$ cat src/hdl/fixed_block_free_list_allocator_assert.svh
// Assertion macros shared by the allocator RTL.
// Each macro expands to a labeled concurrent assertion in simulation and to
// nothing in synthesis.
`ifndef FIXED_BLOCK_FREE_LIST_ALLOCATOR_ASSERT_SVH
`define FIXED_BLOCK_FREE_LIST_ALLOCATOR_ASSERT_SVH

`ifndef SYNTHESIS

// When pre holds at a clock edge, post holds at the same edge.
`define FBFL_ASSERT_IMPLIES(name, clk, rst_n, pre, post) \
	name: assert property (@(posedge clk) disable iff (!rst_n) (pre) |-> (post)) \
		else $error("allocator assertion failed");

// When pre holds at a clock edge, post holds at the next edge.
`define FBFL_ASSERT_NEXT(name, clk, rst_n, pre, post) \
	name: assert property (@(posedge clk) disable iff (!rst_n) (pre) |=> (post)) \
		else $error("allocator assertion failed");

`else

`define FBFL_ASSERT_IMPLIES(name, clk, rst_n, pre, post)

`define FBFL_ASSERT_NEXT(name, clk, rst_n, pre, post)

`endif

`endif

$ cat src/hdl/fbfl_pkg.sv
package fbfl_pkg;

	// Input word.
	typedef struct packed {
		logic [1:0] kind;
		logic [9:0] block_index;
		logic       free_null;
	} in_t;

	// Output word.
	typedef struct packed {
		logic        status;
		logic [9:0]  given_index;
		logic [21:0] byte_offset;
	} out_t;

	typedef enum logic [2:0] {
		ST_IDLE,
		ST_ALLOC,
		ST_DIV,
		ST_WALK,
		ST_EMIT
	} state_t;

	localparam logic [1:0] KIND_ALLOC   = 2'd0;
	localparam logic [1:0] KIND_FREE    = 2'd1;
	localparam logic [1:0] KIND_REBUILD = 2'd2;

	localparam logic [1:0] CFG_POOL_BLOCKS = 2'd0;
	localparam logic [1:0] CFG_BLOCK_BYTES = 2'd1;
	localparam logic [1:0] CFG_BLOCK_ALIGN = 2'd2;

	localparam int CFG_DW  = 13;
	localparam int POOL_W  = 11;
	localparam int DIV_W   = 14;

	localparam logic [3:0]  DIV_LAST   = 4'(DIV_W - 1);
	localparam logic [12:0] STRIDE_MAX = 13'd8191;
	localparam logic [21:0] OFFSET_MAX = 22'd4194303;

endpackage

$ cat src/hdl/fbfl_stride.sv
module fbfl_stride #(
	parameter int LINK_BYTES = 8,
	parameter int LINK_ALIGN = 8
) (
	input  logic                            clk,
	input  logic                            arst_n,
	input  logic                            start,
	input  logic [fbfl_pkg::CFG_DW-1:0]     block_bytes,
	input  logic [fbfl_pkg::CFG_DW-1:0]     block_align,
	output logic                            done,
	output logic [fbfl_pkg::CFG_DW-1:0]     stride
);

	localparam int DW = fbfl_pkg::DIV_W;
	localparam int CW = fbfl_pkg::CFG_DW;

	logic [CW-1:0] size_w;
	logic [CW-1:0] align_w;
	logic [DW-1:0] sum_q;
	logic [DW-1:0] div_q;
	logic [CW-1:0] align_q;
	logic [CW-1:0] rem_q;
	logic [3:0]    cnt_q;
	logic          busy_q;
	logic          done_q;
	logic [DW-1:0] trial;
	logic [CW-1:0] rem_n;
	logic [DW-1:0] rounded;

	assign size_w  = (block_bytes < CW'(LINK_BYTES)) ? CW'(LINK_BYTES) : block_bytes;
	assign align_w = (block_align < CW'(LINK_ALIGN)) ? CW'(LINK_ALIGN) : block_align;

	// One restoring step of (size + align - 1) mod align per cycle.
	assign trial = {rem_q, div_q[DW-1]};
	assign rem_n = (trial >= {1'b0, align_q}) ? CW'(trial - {1'b0, align_q}) : CW'(trial);

	always_ff @(posedge clk or negedge arst_n) begin
		if (!arst_n) begin
			busy_q <= 1'b0;
			done_q <= 1'b0;
			cnt_q  <= '0;
		end else begin
			done_q <= busy_q && (cnt_q == fbfl_pkg::DIV_LAST);
			if (start) begin
				busy_q <= 1'b1;
				cnt_q  <= '0;
			end else if (busy_q) begin
				cnt_q <= cnt_q + 4'd1;
				if (cnt_q == fbfl_pkg::DIV_LAST) begin
					busy_q <= 1'b0;
				end
			end
		end
	end

	always_ff @(posedge clk) begin
		if (start) begin
			sum_q   <= DW'(size_w) + DW'(align_w) - DW'(1);
			div_q   <= DW'(size_w) + DW'(align_w) - DW'(1);
			align_q <= align_w;
			rem_q   <= '0;
		end else if (busy_q) begin
			div_q <= {div_q[DW-2:0], 1'b0};
			rem_q <= rem_n;
		end
	end

	// Rounding up is the sum minus its remainder; the result saturates.
	assign rounded = sum_q - DW'(rem_q);
	assign stride  = (rounded > DW'(fbfl_pkg::STRIDE_MAX)) ? fbfl_pkg::STRIDE_MAX
		: CW'(rounded);
	assign done    = done_q;

endmodule

$ cat config.mk
export PLATFORM = sky130hd
export DESIGN_NAME = fbfl_stride
export DESIGN_NICKNAME = d
export VERILOG_FILES = /design/src/hdl/fixed_block_free_list_allocator_assert.svh /design/src/hdl/fbfl_pkg.sv /design/src/hdl/fbfl_stride.sv
export SDC_FILE = /design/constraint.sdc
export NUM_CORES = 1
export LEC_CHECK = 0
export BUFFER_PORTS_ARGS = -buffer_cell sky130_fd_sc_hd__buf_4
export CAP_MARGIN = 15
export CORE_MARGIN = 2
export CORE_UTILIZATION = 55
export DETAILED_ROUTE_END_ITERATION = 10
export PLACE_DENSITY = 0.78
export SYNTH_ARGS = -nofsm -noshare
export SYNTH_HDL_FRONTEND = slang
export SYNTH_SLANG_ARGS = --single-unit
$ cat constraint.sdc
create_clock -name clk -period 2.8 [get_ports clk]
set_clock_uncertainty 0.2 [all_clocks]
set_input_delay 0 -clock clk [delete_from_list [all_inputs] [get_ports clk]]
set_output_delay 0 -clock clk [all_outputs]
set_load 0.01 [all_outputs]
# Word level (Yosys, flattened, before mapping)
# Index checks and enable logic that the tools add are counted.
dict set report totals {
  ff_bits 60
  in_bits 29
  output_inout_bits 14
  wordCells 30
}
dict set report classes {
  n_addsub 5
  n_lt_le_gt_ge 4
  n_eq_ne 1
  n_mux 11
  reduce_logical 2
}
# operator count
set op_table {}
lappend op_table {{two-way mux 13 bit} 4}
lappend op_table {{two-way mux 14 bit} 2}
lappend op_table {{< comparator 13 x 4 -> 1 bit (second input constant)} 2}
lappend op_table {{adder 13 x 13 -> 14 bit} 1}
lappend op_table {{greater-or-equal comparator 14 x 13 -> 1 bit} 1}
lappend op_table {{> comparator 14 x 13 -> 1 bit (second input constant)} 1}
lappend op_table {{subtractor 14 x 1 -> 14 bit (second input constant)} 1}
lappend op_table {{subtractor 14 x 13 -> 14 bit} 1}
lappend op_table {{subtractor 13 bit} 1}
lappend op_table {{two-way mux 4 bit} 2}
lappend op_table {{adder 4 x 1 -> 4 bit (second input constant)} 1}
lappend op_table {{== test 4 bit (second input constant)} 1}
lappend op_table {{two-way mux 1 bit} 3}
lappend op_table {{nonzero test 2 bit} 1}
lappend op_table {{logical AND 1 bit} 1}

# Depth between registers and ports, before layout
# Gate-level depths: netlist of the first run.
dict set report logic_depth {
  word_depth 5
  mapped_depth 13
  ltp_nobuf 13
}

# Worst setup path after synthesis of the first run
# No wires, ideal clock.
dict set report synth_path {
  path_type {input to register}
  start {input block_align[7] (netlist name)}
  end {register div_q[11] (data pin)}
  setup_ps 260
  arrival_time_ps 2559
  slack_ps -219
  path_stages 13
  cell_sequence {nor4_1 -> nand3_1 -> nand2_1 -> ha_1 -> inv_1 -> ha_1 -> fa_1 -> a211oi_1 -> o21ai_1 -> a311oi_1 -> o21bai_1 -> xor2_1 -> mux2_2}
}
dict set report synth_via {
  elab_chain_len 5
}
# item line_no
set synth_rtl {}
lappend synth_rtl {{start, declared} fbfl_stride.sv:9} ;# input logic [fbfl_pkg::CFG_DW-1:0] block_align,
lappend synth_rtl {{< comparator 13 x 4 -> 1 bit} fbfl_stride.sv:31} ;# assign align_w = (block_align < CW'(LINK_ALIGN)) ? CW'(LINK_ALIGN) : block_align;
lappend synth_rtl {{two-way mux 13 bit *} fbfl_stride.sv:31}
lappend synth_rtl {{adder 13 x 13 -> 14 bit *} fbfl_stride.sv:59} ;# div_q <= DW'(size_w) + DW'(align_w) - DW'(1);
lappend synth_rtl {{subtractor 14 x 1 -> 14 bit *} fbfl_stride.sv:59}
lappend synth_rtl {{two-way mux 14 bit *} fbfl_stride.sv:57} ;# if (start) begin
lappend synth_rtl {{end signal, assigned} fbfl_stride.sv:59}
lappend synth_rtl {{end signal, assigned} fbfl_stride.sv:63} ;# div_q <= {div_q[DW-2:0], 1'b0};
lappend synth_rtl {{end, declared} fbfl_stride.sv:20} ;# logic [DW-1:0] div_q;
# Every way passes the cells marked *; elsewhere a longest branch is shown, timed or not.
# A chain may end at the register's enable or synchronous reset.

# Worst setup path after layout of the first run
dict set report layout_path {
  start {register sum_q[0]}
  end {output stride[12] (netlist name)}
}
dict set report layout_via {
  elab_chain_len 3
}
# item line_no
set layout_rtl {}
lappend layout_rtl {{start, declared} fbfl_stride.sv:19} ;# logic [DW-1:0] sum_q;
lappend layout_rtl {{start signal, assigned} fbfl_stride.sv:58} ;# sum_q <= DW'(size_w) + DW'(align_w) - DW'(1);
lappend layout_rtl {{subtractor 14 x 13 -> 14 bit *} fbfl_stride.sv:69} ;# assign rounded = sum_q - DW'(rem_q);
lappend layout_rtl {{> comparator 14 x 13 -> 1 bit} fbfl_stride.sv:70} ;# assign stride = (rounded > DW'(fbfl_pkg::STRIDE_MAX)) ? fbfl_pkg::STRIDE_MAX
lappend layout_rtl {{two-way mux 13 bit *} fbfl_stride.sv:70}
lappend layout_rtl {{end, declared} fbfl_stride.sv:11} ;# output logic [fbfl_pkg::CFG_DW-1:0] stride
# Marked as above.

==> reports/qor.txt, run 1 <==
Pre-antenna DRT Iters = 6
Synth warn = 0
Final hold vios = 0
CP endpoint kind = output pin
Critical Path Fanout Max = 2
Gr ovfl total = 0
Met1 Usage GRT = 35.4%
GR Util met3 = 4.46%
Data arrival, critical path = 2.72 ns
Failing checks = negative setup slack
H-tree depth = 3
Minimum hold slack = 0.0474 ns
Final count of negative-setup-slack endpoints = 14
Number of remaining DRC errors = 0
Fin crit share = 104%
WL/cell = 18.0 um
Clock sinks = 60
#FFs+latches synth = 60
Max-cap violations = 0
Pwr Density = 944 nW/um2
GR Util met2 = 53.1%
DP Area = 5340 um2
Worst min path class = input port to flip-flop
Fin crit period = 2.92 ns
Routability Congestion = 0.901
Clock Pin Slew Worst Setup and Hold Paths = 0.07 ns
Seq/Total Area, Yosys = 35.5%
CTS max path bufs = 2
Yosys cell types = 65
Die Y = 95.7 um
Critical Path RT = 2.60 ns
Routed vias = 4322
Number of synthesized flops with an enable pin = 41
Initial antenna violation count = 0
Via density = 5.96
Worst Path Class, Setup = flip-flop to output pin
Synth area leader = edfxtp_1
Die area = 9170 um2
Wirelength, routed = 13000 um
Setup TNS = -1.07 ns
GR peak layer = met2
FMAX = 343 MHz
HPWL after DPL = 8970 um
Largest cells by area after synthesis = edfxtp_1, ha_1, inv_1
Largest net degree at the start of global routing = 38
Unrepaired setup endpoints after global routing = true
Skew-Pair Late Insertion Delay = 0.35 ns
Nets = 700
Initial Utilization = 56.6%
Yosys top cell area share = 26.6%
TritonCTS Buffers = 9
First-pass GRT wire length = 20400 um
Worst IR Drop VDD = 0.551 mV
Top_reg_cell synth = edfxtp_1
Clk root buf = clkbuf_8
Row count = 33
Syn_nets = 595
Gate Count Post-Synth = 510
Antenna cell count = 0
Cell leakage power = 2.69 nW
Vias in the first global route = 4234
Antenna-violating nets left = 0
Slew @ Worst Pin = 0.653 ns
Share of cells above drive strength 1 = 29.8%
Area grow syn2layout = 32.9%
Post-route setup slack = -0.117 ns
Die width = 95.7 um
Max transition margin = 56.4%
Port buffer count = 42
Status = finished with violations
Syn avg cell area = 9.08 um2
Finished Cell Area = 6150 um2
Area of the core = 8180 um2
Slew Limit Fails = 0
GRT Overall Usage = 29.4%
Top-level I/O count = 43
Setup WS pre-CTS = -0.453 ns
CTS tree = yes
Synthesized area = 4630 um2
Filler instances = 540
Starting DRT DRC Count = 253
Synth async-reset ratio = 10.0%
Crit start category = flip-flop
[cells in the mapped netlist (2+ instances only)]
cell	number
a211o_1	3
a211oi_1	9
a21boi_0	2
a21o_1	5
a21oi_1	22
a311oi_1	7
a31oi_1	3
a41oi_1	3
and3_1	2
and4_1	2
buf_2	3
clkbuf_1	18
dfrtp_1	6
dfxtp_1	13
edfxtp_1	41
fa_1	3
ha_1	53
inv_1	80
mux2_2	12
nand2_1	36
nand2b_1	7
nand3_1	11
nand4_1	4
nand4b_1	2
nor2_1	30
nor2b_1	4
nor3_1	14
nor4_1	4
o211ai_1	2
o21a_1	10
o21ai_0	23
o21ai_1	9
o21bai_1	5
o221ai_1	2
o311a_1	2
o31a_1	2
o31ai_1	2
or2_1	2
or2_2	2
or3_1	5
xnor2_1	14
xor2_1	8
[metrics by stage]
step,utilization (%),power (mW),std cells
global placement,65.4,4.17,676
detailed placement,65.4,4.28,676
CTS,73.6,5.50,725
finish,75.3,5.81,725
floorplan,-,3.26,510
global route,75.3,6.15,725
[sequential cells by signal (all words and copies together), names as in the netlist]
signal and cells:
div_q 14, sum_q 14, align_q 13, rem_q 13, cnt_q 4, busy_q 1, done 1
[cells in the final DEF (no fill, tap or decap), types with 8 or more instances in the layout]
cell type      instances
inv_1                 78
o21ai_1               10
buf_6                 11
nor3_1                13
o21a_1                 9
nand3_1                9
mux2_2                10
nor2_1                30
xnor2_1               13
buf_4                 86
a21oi_1               19
o21ai_0               19
ha_1                  43
clkbuf_8               9
nand2_1               30
dlygate4sd3_1         17
dfxtp_1                8
xor2_1                 8
edfxtp_1              41
[path summary, 6_finish.rpt]
| kind | slack (ns) | cells past startpoint | end | startpoint |
|---|---|---|---|---|
| setup / recovery | -0.12 | 10 | stride[12] | sum_q[0] |
| hold / removal | 0.05 | 5 | sum_q[1] | block_bytes[0] |
| setup reg to reg | 0.07 | 10 | rem_q[3] | div_q[13] |
| hold reg to reg | 0.30 | 2 | rem_q[9] | rem_q[8] |
| max in group asynchronous | 1.76 | 3 | busy_q | arst_n |
| min in group asynchronous | 0.40 | 3 | cnt_q[1] | arst_n |
[area by class of cell]
cell class,instances,area [um2],share of cell area (%)
Sequential cell,60,1650,26.8
Timing Repair Buffer,115,955,15.5
Inverter,81,304,4.94
Clock buffer,9,124,2.01
Tap cell,105,131,2.14
Multi-Input combinational cell,348,2920,47.4
Clock inverter,7,75.1,1.22
[worst max-delay path, stage by stage (launching register included)]
cell,delay (ns)
edfxtp_1,0.36
inv_1,0.05
ha_2,0.21
fa_2,0.35
nor2b_2,0.18
o21ai_2,0.12
a21oi_2,0.22
o221ai_2,0.14
or4b_1,0.50
nand4_1,0.11
buf_4,0.12
[power breakdown]
group          internal [mW]  leakage, nW  total (mW)  switching [mW]
sequential              1.20        0.598        1.35           0.151
clock                  0.415       0.0939       0.798           0.383
combinational           1.78         2.00        3.66            1.88
total                   3.39         2.69        5.81            2.42
[layer usage]
metal | vias up | part of all wire, %
met2 | 175 | 53
met5 | - | 0
met4 | 0 | 2.9
met1 | 2095 | 39
met3 | 32 | 5.0
li1 | 2020 | -
[kinds of logic after synthesis]
kind of cell / synth area share (%)
AND/OR/NAND/NOR: 13.9
AO/OA/AOI/OAI: 19.6
flip-flops: 35.5
adder cells (fa/ha/maj): 15.6
multiplexers: 2.92
XOR/XNOR: 4.16
buffers and inverters: 8.35
[repair_timing]
item,CTS,global route
pin swaps,19,22
endpoints found under the hold margin,35,0
buffers inserted,16,1
hold buffers,17,0
endpoints found under the setup margin,19,32
resized for setup,42,33
No activity file was read; power rests on OpenSTA's default activity.
==> inputs of run 2 (changes only) <==
Settings changed: ABC_AREA set to 1, PLACE_DENSITY 0.78 to 0.77.
==> reports/qor.txt, run 2 <==
Status = finished clean
Synth async-reset ratio = 10.0% (unchanged)
GRT Overall Usage = 25.1% (-4.3 points)
Worst min path class = input port to flip-flop
Routability Congestion = 0.938 (+4.1%)
Cell leakage power = 3.14 nW (+17%)
Largest cells by area after synthesis = edfxtp_1, nand2_1, ha_1
HP Start = block_bytes[12]
TritonCTS Buffers = 9 (unchanged)
Crit start category = flip-flop
Worst Path Class, Setup = flip-flop to output pin
Post-CTS sizing = 0 (-100%)
FF-to-FF Start = busy_q
Largest net degree at the start of global routing = 44 (+16%)
Synthesized area = 5060 um2 (+9.4%)
Max-cap violations = 0 (unchanged)
Share of cells above drive strength 1 = 11.8% (-18 points)
Synth area leader = edfxtp_1
CTS Hold Bufs = 20 (+3)
Top-level I/O count = 43 (unchanged)
First-pass GRT wire length = 19900 um (-2.6%)
Initial Utilization = 55.8% (-0.78 points)
Clock sinks = 60 (unchanged)
Critical Path RT = 2.60 ns (about the same)
Reg-to-reg critical path endpoint = div_q[8]
Vias in the first global route = 4254 (+0.47%)
Most frequent cells in the layout = nand2_1, inv_1, ha_1
Filler instances = 774 (+43%)
Fin crit share = 91.8% (-12 points)
Top_reg_cell synth = edfxtp_1
Starting DRT DRC Count = 298 (+18%)
Fin crit period = 2.57 ns (-0.348 ns)
Yosys cell types = 35 (-46%)
Gr ovfl total = 0 (unchanged)
Row count = 35 (+6.1%)
Via density = 5.17 (-13%)
Finished Cell Area = 5840 um2 (-5.1%)
Wirelength, routed = 11800 um (-9.4%)
Hold path depth = 6 (+1)
Synth warn = 0 (unchanged)
Area grow syn2layout = 15.3%
Syn_nets = 787 (+32%)
Die Y = 99.9 um (+4.4%)
Count leader, synth = nand2_1
CTS max path bufs = 2 (unchanged)
Largest registers = div_q (14), sum_q (14)
Top post-synthesis cells by count = nand2_1, inv_1, ha_1, nand3_1, edfxtp_1
H-tree depth = 3 (unchanged)
Clock Pin Slew Worst Setup and Hold Paths = 0.08 ns (about the same)
#FFs+latches synth = 60 (unchanged)
Routed vias = 4520 (+4.6%)
Skew-Pair Late Insertion Delay = 0.34 ns (about the same)
Power Total = 4.74 mW (-18%)
Critical Path Fanout Max = 13 (+11)
CP endpoint kind = output pin
WL/cell = 13.5 um (-25%)
FF+latch area = 1640 um2 (-0.38%)
Commonest non-fill, non-tap cell in the layout = nand2_1
Clk root buf = clkbuf_8
Die area = 9990 um2 (+9.0%)
Final count of negative-setup-slack endpoints = 0 (-14)
Cell repeated most along the worst path = nand2_2
DP Area = 5440 um2 (+1.8%)
Slew Limit Fails = 0 (unchanged)
Reg2Reg Setup Slack = 0.38 ns (+0.31 ns)
Max transition margin = 31.3% (-25 points)
Syn avg cell area = 7.21 um2 (-21%)
Final hold vios = 0 (unchanged)
Cell Chain, Critical Path = inv_1 > ha_1 > a21oi_2 > nand2_2 > nand3_2 > nand2_2 > nand3_2 > nand3_1 > nand2_2 > nand2_1 > buf_4
Worst r2r path cells = 2 (-8)
Critical-path top delay cell = dfxtp_1
CTS tree = yes
Area of the core = 9060 um2 (+11%)
Initial antenna violation count = 0 (unchanged)
Placed insts = 838 (+24%)
Nets = 843 (+20%)
End of the worst hold path = div_q[13]
Pwr Density = 812 nW/um2 (-14%)
Antenna-violating nets left = 0 (unchanged)
Seq/Total Area, Yosys = 32.4% (-3.0 points)
Slew @ Worst Pin = 1.03 ns (+0.373 ns)
Antenna cell count = 0 (unchanged)
Port buffer count = 42 (unchanged)
Yosys top cell area share = 24.3% (-2.3 points)
Gate Count Post-Synth = 702 (+38%)
FMAX = 389 MHz (+14%)
Worst path max stage delay = 0.37 ns (-0.13 ns)
Post-CTS Setup Bufs = 0 (-16)
Number of synthesized flops with an enable pin = 41 (unchanged)
Data arrival, critical path = 2.37 ns (-0.35 ns)
Pre-antenna DRT Iters = 5 (-1)
Multi-input logic area = 2750 um2 (-5.9%)
HPWL after DPL = 9520 um (+6.1%)
Number of remaining DRC errors = 0 (unchanged)
Final std cells w/o fill = 874 (+21%)
Unrepaired setup endpoints after global routing = false
Die width = 99.9 um (+4.4%)
Worst IR Drop VDD = 0.313 mV (-43%)
==> run 2: cell types whose count changed in the layout (fill, tap and decap cells not counted), sizes merged, moves of 8 or more <==
cell,before,now
nor3,14,5
xnor2,14,6
nor2,31,39
nand3,11,56
nand4,4,26
o21a,11,2
o21ai,32,12
nand2,36,212
a311oi,9,0
buf,98,44
xor2,8,17
inv,82,159
a211oi,10,0
mux2,12,0
==> run 2: cells by family (layout without fill, tap and decap cells) <==
kind of cell	count (synthesis)	count (layout)	synth area share [%]
flops	60	60	32.4
fa+ha+maj	56	56	14.3
simple gates	344	344	30.9
xor+xnor	23	23	3.98
compound gates	45	45	5.07
buf+inv	174	235	13.3
==> run 2: cell type report <==
cell class	count	area share, %
multi-input combinational	468	47.0
sequential	60	28.1
inverter	155	9.97
timing repair buffer	64	9.09
clock buffer	10	2.55
tap	111	2.38
clock inverter	6	0.879
==> run 2: per-layer routing <==
metal,vias up,track usage (%),share of wire [%]
met5,-,0,0
met4,0,8.64,2.5
met3,21,4.18,5.2
met2,155,41.7,47
met1,2020,33.5,45
li1,2324,-,-
==> run 2: how the worst max path moves through the flow <==
stage	end	slack, ns	start	cells after the start
floorplan	div_q[9]	0.51	block_bytes[6]	16
global placement	div_q[9]	0.10	block_bytes[6]	17
detailed placement	div_q[7]	-0.02	block_bytes[6]	16
CTS	stride[12]	0.21	rem_q[2]	11
global route	stride[12]	0.006	rem_q[7]	11
finish	stride[1]	0.23	rem_q[2]	11
==> run 2: worst max-delay path: cells and delay by family (launching register included) <==
family | cells | cell delay, ns
and+or+nand+nor | 7 | 0.81
DFF | 1 | 0.37
buffers and inverters | 2 | 0.25
AOI/OAI and AO/OA | 1 | 0.21
adders and majority gates | 1 | 0.37
==> run 2: per-stage QoR <==
step	setup WS [ns]	hold WS, ns	setup TNS (ns)	utilization [%]
3_5_place_dp	-0.0195	-0.388	-0.0195	60.0
6_report	0.231	0.119	0	64.4
5_1_grt	0.00592	0.150	0	64.4
2_1_floorplan	0.514	-0.496	0	-
4_1_cts	0.212	0.0973	0	64.4
3_3_place_gp	0.102	-0.389	0	60.0
==> run 2: where the power goes <==
part           switching (mW)  leakage, nW  internal [mW]
registers               0.108        0.603           1.15
logic                    1.63         2.44           1.07
clock network           0.388        0.105          0.390
